[src/b64d_pkg.sv]
`timescale 1ns / 1ps

package b64d_pkg;

	// Input transaction: one text character
	typedef struct packed {
		logic [7:0] char_code;
		logic       end_of_text;
	} b64_in_t;

	// Output transaction: at most one per character
	typedef struct packed {
		logic [7:0] data_byte;
		logic       byte_valid;
		logic       bad_char;
		logic       final_res;
	} b64_out_t;

	// Character classes found by the front end
	typedef enum logic [1:0] {
		CK_DATA  = 2'd0,
		CK_BLANK = 2'd1,
		CK_PAD   = 2'd2,
		CK_BAD   = 2'd3
	} char_kind_t;

	// Classified character handed from front to back
	typedef struct packed {
		char_kind_t kind;
		logic [5:0] sextet;
		logic       last;
	} cls_item_t;

	// Alphabet offsets
	localparam logic [5:0] SEXT_LOWER = 6'd26;
	localparam logic [5:0] SEXT_DIGIT = 6'd52;
	localparam logic [5:0] SEXT_PLUS  = 6'd62;
	localparam logic [5:0] SEXT_SLASH = 6'd63;

	localparam logic [7:0] CH_PAD   = 8'h3D; // '='
	localparam logic [7:0] CH_PLUS  = 8'h2B;
	localparam logic [7:0] CH_SLASH = 8'h2F;
	localparam logic [7:0] CH_CR    = 8'h0D;
	localparam logic [7:0] CH_LF    = 8'h0A;
	localparam logic [7:0] CH_SPACE = 8'h20;
	localparam logic [7:0] CH_TAB   = 8'h09;
	localparam logic [7:0] CH_UA    = 8'h41;
	localparam logic [7:0] CH_UZ    = 8'h5A;
	localparam logic [7:0] CH_LA    = 8'h61;
	localparam logic [7:0] CH_LZ    = 8'h7A;
	localparam logic [7:0] CH_D0    = 8'h30;
	localparam logic [7:0] CH_D9    = 8'h39;

	// Depth of the queue between front and back
	localparam int unsigned CQ_DEPTH = 2;

endpackage

[src/b64d_front.sv]
`timescale 1ns / 1ps

module b64d_front (
	input  b64d_pkg::b64_in_t   in_item,
	output b64d_pkg::cls_item_t cls_item
);
	import b64d_pkg::*;

	logic [7:0] off_upper;
	logic [7:0] off_lower;
	logic [7:0] off_digit;

	assign off_upper = in_item.char_code - CH_UA;
	assign off_lower = in_item.char_code - CH_LA;
	assign off_digit = in_item.char_code - CH_D0;

	// Class and 6-bit value of the character
	always_comb begin
		cls_item.last   = in_item.end_of_text;
		cls_item.sextet = '0;
		cls_item.kind   = CK_BAD;
		priority if (in_item.char_code >= CH_UA && in_item.char_code <= CH_UZ) begin
			cls_item.kind   = CK_DATA;
			cls_item.sextet = off_upper[5:0];
		end else if (in_item.char_code >= CH_LA && in_item.char_code <= CH_LZ) begin
			cls_item.kind   = CK_DATA;
			cls_item.sextet = off_lower[5:0] + SEXT_LOWER;
		end else if (in_item.char_code >= CH_D0 && in_item.char_code <= CH_D9) begin
			cls_item.kind   = CK_DATA;
			cls_item.sextet = off_digit[5:0] + SEXT_DIGIT;
		end else if (in_item.char_code == CH_PLUS) begin
			cls_item.kind   = CK_DATA;
			cls_item.sextet = SEXT_PLUS;
		end else if (in_item.char_code == CH_SLASH) begin
			cls_item.kind   = CK_DATA;
			cls_item.sextet = SEXT_SLASH;
		end else if (in_item.char_code == CH_PAD) begin
			cls_item.kind = CK_PAD;
		end else if (in_item.char_code == CH_CR || in_item.char_code == CH_LF ||
			     in_item.char_code == CH_SPACE || in_item.char_code == CH_TAB) begin
			cls_item.kind = CK_BLANK;
		end else begin
			cls_item.kind = CK_BAD;
		end
	end

endmodule

[src/b64d_cq.sv]
`timescale 1ns / 1ps

module b64d_cq (
	input  logic                clk,
	input  logic                arst_n,
	input  logic                wr_en,
	input  b64d_pkg::cls_item_t wr_item,
	output logic                cq_full,
	input  logic                rd_en,
	output b64d_pkg::cls_item_t rd_item,
	output logic                cq_empty
);
	import b64d_pkg::*;

	localparam int unsigned PW = $clog2(CQ_DEPTH);

	cls_item_t       slot_q [CQ_DEPTH];
	logic [PW-1:0]   wptr_q;
	logic [PW-1:0]   rptr_q;
	logic [PW:0]     cnt_q;
	logic            do_wr;
	logic            do_rd;

	assign cq_full  = (cnt_q == (PW+1)'(CQ_DEPTH));
	assign cq_empty = (cnt_q == '0);
	assign do_wr    = wr_en && !cq_full;
	assign do_rd    = rd_en && !cq_empty;
	assign rd_item  = slot_q[rptr_q];

	// Storage slots
	always_ff @(posedge clk) begin
		if (do_wr) begin
			slot_q[wptr_q] <= wr_item;
		end
	end

	// Pointers and fill count
	always_ff @(posedge clk or negedge arst_n) begin
		if (!arst_n) begin
			wptr_q <= '0;
			rptr_q <= '0;
			cnt_q  <= '0;
		end else begin
			if (do_wr) begin
				wptr_q <= (wptr_q == PW'(CQ_DEPTH - 1)) ? '0 : wptr_q + 1'b1;
			end
			if (do_rd) begin
				rptr_q <= (rptr_q == PW'(CQ_DEPTH - 1)) ? '0 : rptr_q + 1'b1;
			end
			cnt_q <= cnt_q + (PW+1)'(do_wr) - (PW+1)'(do_rd);
		end
	end

	a_cnt_range: assert property (@(posedge clk) disable iff (!arst_n)
		cnt_q <= (PW+1)'(CQ_DEPTH))
		else $error("queue count out of range");

	a_cnt_track: assert property (@(posedge clk) disable iff (!arst_n)
		(do_wr && !do_rd) |=> cnt_q == $past(cnt_q) + 1'b1)
		else $error("queue count missed a write");

	a_ptr_gap: assert property (@(posedge clk) disable iff (!arst_n)
		(cnt_q == '0 || cnt_q == (PW+1)'(CQ_DEPTH)) |-> wptr_q == rptr_q)
		else $error("queue pointers disagree with count");

endmodule

[src/b64d_back.sv]
`timescale 1ns / 1ps

module b64d_back (
	input  logic                clk,
	input  logic                arst_n,
	input  b64d_pkg::cls_item_t cls_item,
	input  logic                cls_avail,
	output logic                cls_take,
	output b64d_pkg::b64_out_t  out_item,
	output logic                empty,
	input  logic                pop
);
	import b64d_pkg::*;

	logic [5:0]  acc_q;     // pending bits, right aligned, upper bits zero
	logic [1:0]  pend_q;    // pending bit count / 2
	logic        pad_q;
	logic        err_q;
	logic        ovld_q;
	b64_out_t    out_q;

	logic        active;
	logic        have_byte;
	logic        new_err;
	logic        need_res;
	logic        slot_free;
	logic [11:0] word;
	logic [7:0]  byte_val;
	logic [5:0]  acc_nx;
	logic [1:0]  pend_nx;
	logic        pad_nx;
	logic        err_nx;

	assign active    = !pad_q && !err_q;
	assign word      = {acc_q, cls_item.sextet};
	assign slot_free = !ovld_q || pop;

	// Accumulator update for the head character
	always_comb begin
		have_byte = 1'b0;
		new_err   = 1'b0;
		byte_val  = '0;
		acc_nx    = acc_q;
		pend_nx   = pend_q;
		pad_nx    = pad_q;
		err_nx    = err_q;
		if (active) begin
			unique case (cls_item.kind)
				CK_DATA: begin
					unique case (pend_q)
						2'd0: begin
							acc_nx  = cls_item.sextet;
							pend_nx = 2'd3;
						end
						2'd1: begin
							have_byte = 1'b1;
							byte_val  = word[7:0];
							acc_nx    = '0;
							pend_nx   = 2'd0;
						end
						2'd2: begin
							have_byte = 1'b1;
							byte_val  = word[9:2];
							acc_nx    = {4'd0, word[1:0]};
							pend_nx   = 2'd1;
						end
						default: begin
							have_byte = 1'b1;
							byte_val  = word[11:4];
							acc_nx    = {2'd0, word[3:0]};
							pend_nx   = 2'd2;
						end
					endcase
				end
				CK_PAD:   pad_nx = 1'b1;
				CK_BAD: begin
					err_nx  = 1'b1;
					new_err = 1'b1;
				end
				default: ;
			endcase
		end
	end

	assign need_res = cls_item.last || have_byte || new_err;
	assign cls_take = cls_avail && (!need_res || slot_free);

	// Decoder state and output register
	always_ff @(posedge clk or negedge arst_n) begin
		if (!arst_n) begin
			acc_q  <= '0;
			pend_q <= '0;
			pad_q  <= 1'b0;
			err_q  <= 1'b0;
			ovld_q <= 1'b0;
		end else begin
			if (cls_take) begin
				if (cls_item.last) begin
					acc_q  <= '0;
					pend_q <= '0;
					pad_q  <= 1'b0;
					err_q  <= 1'b0;
				end else begin
					acc_q  <= acc_nx;
					pend_q <= pend_nx;
					pad_q  <= pad_nx;
					err_q  <= err_nx;
				end
			end
			if (cls_take && need_res) begin
				ovld_q <= 1'b1;
			end else if (pop) begin
				ovld_q <= 1'b0;
			end
		end
	end

	// Result payload
	always_ff @(posedge clk) begin
		if (cls_take && need_res) begin
			out_q.data_byte  <= byte_val;
			out_q.byte_valid <= have_byte;
			out_q.bad_char   <= new_err || (cls_item.last && err_q);
			out_q.final_res  <= cls_item.last;
		end
	end

	assign out_item = out_q;
	assign empty    = !ovld_q;

	a_last_clears: assert property (@(posedge clk) disable iff (!arst_n)
		(cls_take && cls_item.last) |=> (pend_q == '0 && !pad_q && !err_q))
		else $error("end of text left decoder state behind");

	a_pad_err_excl: assert property (@(posedge clk) disable iff (!arst_n)
		!(pad_q && err_q))
		else $error("padding and error both set");

	a_acc_clean: assert property (@(posedge clk) disable iff (!arst_n)
		(pend_q != 2'd0 || acc_q == '0) && (pend_q != 2'd1 || acc_q[5:2] == '0))
		else $error("accumulator holds bits beyond pending count");

	a_no_overrun: assert property (@(posedge clk) disable iff (!arst_n)
		(ovld_q && !pop) |-> !(cls_take && need_res))
		else $error("result register overwritten while held");

endmodule

[src/base64_stream_decoder_top.sv]
`timescale 1ns / 1ps

// Streaming base64 decoder, one text character per transaction.
// Input channel: in_item carries char_code and end_of_text; a transaction
// happens on a clock edge with push high and full low.
// Output channel: out_item holds the oldest result while empty is low; it is
// consumed on a clock edge with pop high and empty low. A result carries a
// decoded byte, an invalid-character flag and/or the end-of-text flag.
// Whitespace, '=' and characters after padding or an error give no result
// unless they end the text; end_of_text always gives exactly one result.
// A result is registered in the output register when its character is taken
// by the back end, and it can be popped once it is visible.
// Throughput: one character per cycle unless the receiver stalls, set by the accumulator
// update in the back end; a two-entry queue parts the classifier front end
// from that update, and one output register holds the result.
// When the receiver stalls, the output register and then the queue fill,
// after which full rises; characters that give no result still drain.
// Reset (arst_n low) empties the queue and output and clears the decoder
// state: no pending bits, no padding, no error.

module base64_stream_decoder_top (
	input  logic               clk,
	input  logic               arst_n,
	input  b64d_pkg::b64_in_t  in_item,
	input  logic               push,
	output logic               full,
	output b64d_pkg::b64_out_t out_item,
	output logic               empty,
	input  logic               pop
);
	import b64d_pkg::*;

	cls_item_t front_cls;
	cls_item_t head_cls;
	logic      cq_empty;
	logic      head_take;

	b64d_front u_front (
		.in_item  (in_item),
		.cls_item (front_cls)
	);

	b64d_cq u_cq (
		.clk      (clk),
		.arst_n   (arst_n),
		.wr_en    (push),
		.wr_item  (front_cls),
		.cq_full  (full),
		.rd_en    (head_take),
		.rd_item  (head_cls),
		.cq_empty (cq_empty)
	);

	b64d_back u_back (
		.clk       (clk),
		.arst_n    (arst_n),
		.cls_item  (head_cls),
		.cls_avail (!cq_empty),
		.cls_take  (head_take),
		.out_item  (out_item),
		.empty     (empty),
		.pop       (pop)
	);

endmodule
[config.mk]
export PLATFORM = sky130hd
export DESIGN_NAME = base64_stream_decoder_top
export DESIGN_NICKNAME = d
export VERILOG_FILES = /design/src/b64d_pkg.sv /design/src/b64d_front.sv /design/src/b64d_cq.sv /design/src/b64d_back.sv /design/src/base64_stream_decoder_top.sv
export SDC_FILE = /design/constraint.sdc
export NUM_CORES = 1
export LEC_CHECK = 0
export ABC_AREA = 1
export BUFFER_PORTS_ARGS = -buffer_cell sky130_fd_sc_hd__buf_2
export CAP_MARGIN = 10
export CORE_MARGIN = 2
export CORE_UTILIZATION = 40
export CTS_CLUSTER_DIAMETER = 100
export DETAILED_ROUTE_END_ITERATION = 10
export PLACE_DENSITY_LB_ADDON = 0.3
export RECOVER_POWER = 50
export SYNTH_ARGS = -nofsm -noshare
export SYNTH_HDL_FRONTEND = slang
export SYNTH_SLANG_ARGS = --single-unit
[constraint.sdc]
create_clock -name clk -period 4.4 [get_ports clk]
set_input_delay 0.66 -clock clk [delete_from_list [all_inputs] [get_ports clk]]
set_output_delay 0.66 -clock clk [all_outputs]
set_load 0.1 [all_outputs]
==> results by group <==
Clocking
  – Setup bufs post-CTS: 0
  – CTS tree: built
  – CTS Buffer Depth: 2
  – Worst-Skew Late Latency: ~0.30 ns
  – Clock root buffer: clkbuf_8
  – Cts-stage hold buffer count: 0
  – Total clock sinks: 44
  – CTS buffer count: 5
  – CTS resizes: 0
  – Clock slew at reported path FFs: 0.08 ns
  – # H-tree levels: 2

Critical path
  – Critical path fanouts, max: 14
  – Setup CP Type: reg -> reg
  – Setup crit end kind: flip-flop
  – Startpoint Class: flip-flop
  – Critical Path RT: ~4.6 ns
  – Crit path DAT: about 2.8 ns
  – Crit Reg-Reg Endpoint: u_cq.cnt_q[1]
  – R2R Path Start: u_cq.rptr_q
  – Reg2reg path depth: 12
  – R2r setup slk: 1.87 ns

Global routing
  – GRT busiest layer: met2
  – Initial antenna violation count: 0
  – Largest net degree at the start of global routing: 16
  – GRT met3 Usage: 2.857%
  – Grt total ovfl: 0
  – Met2 Usage GRT: around a quarter
  – Vias in the first global route: 2048
  – First-pass GRT wire length: a little over 9000 um
  – Total GRT Usage: between 10% and 20%
  – Met1 GRT Util: between 15 and 20%

Timing
  – Max Slew Vio Count: 0
  – Fin. Hold Viols: 0
  – Unrepaired setup endpoints after global routing: no
  – Worst Tran Pin Value: about 1.2 ns
  – Final min period: between 2 and 3 ns
  – Setup ws final: 1.874 ns
  – Setup Skew: between 0.005 and 0.006 ns
  – Rel. slew slack: roughly 22%
  – Finish-stage setup viols: 0
  – Final period util: 57.41%
  – Fmax: approximately 400 MHz
  – Setup TNS Final: 0 ns

Job
  – Max_cap viols: 0

Final layout
  – Layout area overhead: 8.982%
  – Commonest non-fill, non-tap cells in the layout: 69 x nand2_1, 39 x inv_1, 38 x nor2_1, 29 x edfxtp_1, 19 x o21ai_0
  – Most common cell after layout, fill and taps aside: nand2_1
  – Proportion of layout cells with a drive suffix above 1: 12.02%
  – N_diodes: 0
  – Fin area: a little under 3000 sq um
  – NumNets Final: around 370
  – FILL cells: 666

Detailed routing
  – Total wire length: approximately 5300 um
  – Initial DRC count: 66
  – Via density per instance: slightly below 5
  – Remaining DRCs: 0
  – ANT nets after route: 0
  – WL/cell: 12.57 um
  – DRT Pass-1 Iters: 4
  – Detailed-route via count: 2085

Place
  – Gpl congestion: between 0.8 and 0.9
  – Placed inst area: roughly 2900 sq um
  – Dpl ws: between 1.5 and 2 ns
  – Detail Placement HPWL: 4067 um
  – IO Port Bufs: 25

Yosys
  – #FFs+latches synth: 44
  – Post-synthesis cell count: about 310
  – Ys async rst share: 34.09%
  – Syn_area_per_cell: roughly 8.7 sq um
  – Net Count, Synth: about 340
  – Register area share after synthesis: a little under half
  – Unique masters post-synth: 37
  – Synth area leader: edfxtp_1
  – Synth top area share: approximately a third
  – Mapped Area: ~2700 sq um
  – Number of synthesized flops with an enable pin: 29
  – Main area contributors after synthesis: edfxtp_1 32%, dfrtp_1 14%, nand2_1 9.3%
  – Synth warn: 0
  – Synth Flop Type: edfxtp_1

Floorplanning
  – FP Rows: 30
  – # IOs: 26
  – Die Width: 86.62 um
  – Core area: between 6000 and 7000 sq um
  – Initial Util: between 40 and 50%
  – Die area: 7502 sq um
  – Die height: around 87 um

Power
  – Maximum vdd drop: 0.2115 mV
  – PwrDens: around 740 nW/um^2
  – Pleak: roughly 1.4 nW

Worst hold path
  – Min-Delay Path Class: in -> async

Status
  – Outcome: finished, final reports clean
-- layer usage --
metal  vias to the layer above  part of all wire [%]  routed length (um)
li1                       1094                     -                   -
met1                       949                    47                2494
met2                        35                    49                2598
met3                         7                   2.6                 140
met4                         0                   1.1                  57
met5                         -                     0                   0
-- cell families (layout without fill, tap and decap cells) --
logic type | after synthesis | after routing | share of synthesized area (%)
muxes | 4 | 4 | 1.467
and+or+nand+nor | 150 | 150 | 26.03
adders and majority gates | 16 | 16 | 7.333
buffers and inverters | 48 | 75 | 7.928
AOI/OAI and AO/OA | 46 | 46 | 9.670
DFF | 44 | 44 | 45.65
xor gates and xnor gates | 6 | 6 | 1.925
-- state kept, by name, indices dropped and copies added, names as in the netlist --
| register | flops |
|---|---|
| u_cq.slot_q | 18 |
| u_back.out_item | 11 |
| u_back.acc_q | 6 |
| u_back.pend_q | 2 |
| u_cq.cnt_q | 2 |
| u_back.err_q | 1 |
| u_back.ovld_q | 1 |
| u_back.pad_q | 1 |
| u_cq.rptr_q | 1 |
| u_cq.wptr_q | 1 |
-- worst max-delay path, cell delays in order (launching register included) --
cell and delay (ns):
dfrtp_1 0.68, o21a_1 0.44, nand2_1 0.11, nand2_2 0.09
nand2_2 0.06, nand2_4 0.16, nand2_2 0.08, inv_2 0.09
ha_1 0.22, inv_1 0.06, ha_1 0.14, xnor2_1 0.13
xor2_1 0.17
-- Yosys cell counts, types with 2 or more instances --
master and number:
nand3_1 11, a21oi_1 13, ha_1 16, nor3_1 2, a22o_1 2, nand2_2 6
mux2i_1 4, nand3_2 3, dfrtp_1 15, inv_1 39, nand4_1 12, nand2_4 4
or2_2 3, o211ai_1 2, nand2_1 68, xor2_1 5, o21ai_0 19, o22ai_1 5
buf_6 2, nor2_1 38, edfxtp_1 29
-- how the worst max path moves through the flow --
stage / start / to / slack (ns)
after floorplan: u_cq.cnt_q[0] / full / 2.09
after global placement: u_cq.rptr_q / u_cq.cnt_q[1] / 1.97
after detailed placement: u_cq.rptr_q / u_cq.cnt_q[1] / 1.88
after CTS: u_cq.rptr_q / u_cq.cnt_q[1] / 1.86
after global routing: u_cq.rptr_q / u_cq.cnt_q[1] / 1.63
final: u_cq.rptr_q / u_cq.cnt_q[1] / 1.87
-- power breakdown --
group          internal, mW  switching [mW]
Combinational         0.267           0.971
Sequential            0.630          0.0796
Clock                 0.125           0.137
Total                  1.02            1.19
-- stage by stage --
stage | hold slack (ns) | utilization [%] | cells | power (mW)
global route | 0.5237 | 44.53 | 421 | 2.375
floorplan | 0.3644 | - | 314 | 1.795
finish | 0.4503 | 44.53 | 421 | 2.210
global placement | 0.4668 | 43.43 | 413 | 1.962
detailed placement | 0.4667 | 43.43 | 413 | 1.979
CTS | 0.2783 | 44.81 | 421 | 2.239
-- layout make-up --
class                   count  area [sq um]  share of cell area, %
clock inverters             2         10.01                 0.3364
repair buffers             25         108.9                  3.659
clock buffers               6         82.58                  2.775
multi-input cells         222          1265                  42.51
well taps                  80         100.1                  3.364
flip-flops and latches     44          1246                  41.88
inverters                  42         162.7                  5.467
Power figures use the tool's default switching activity.
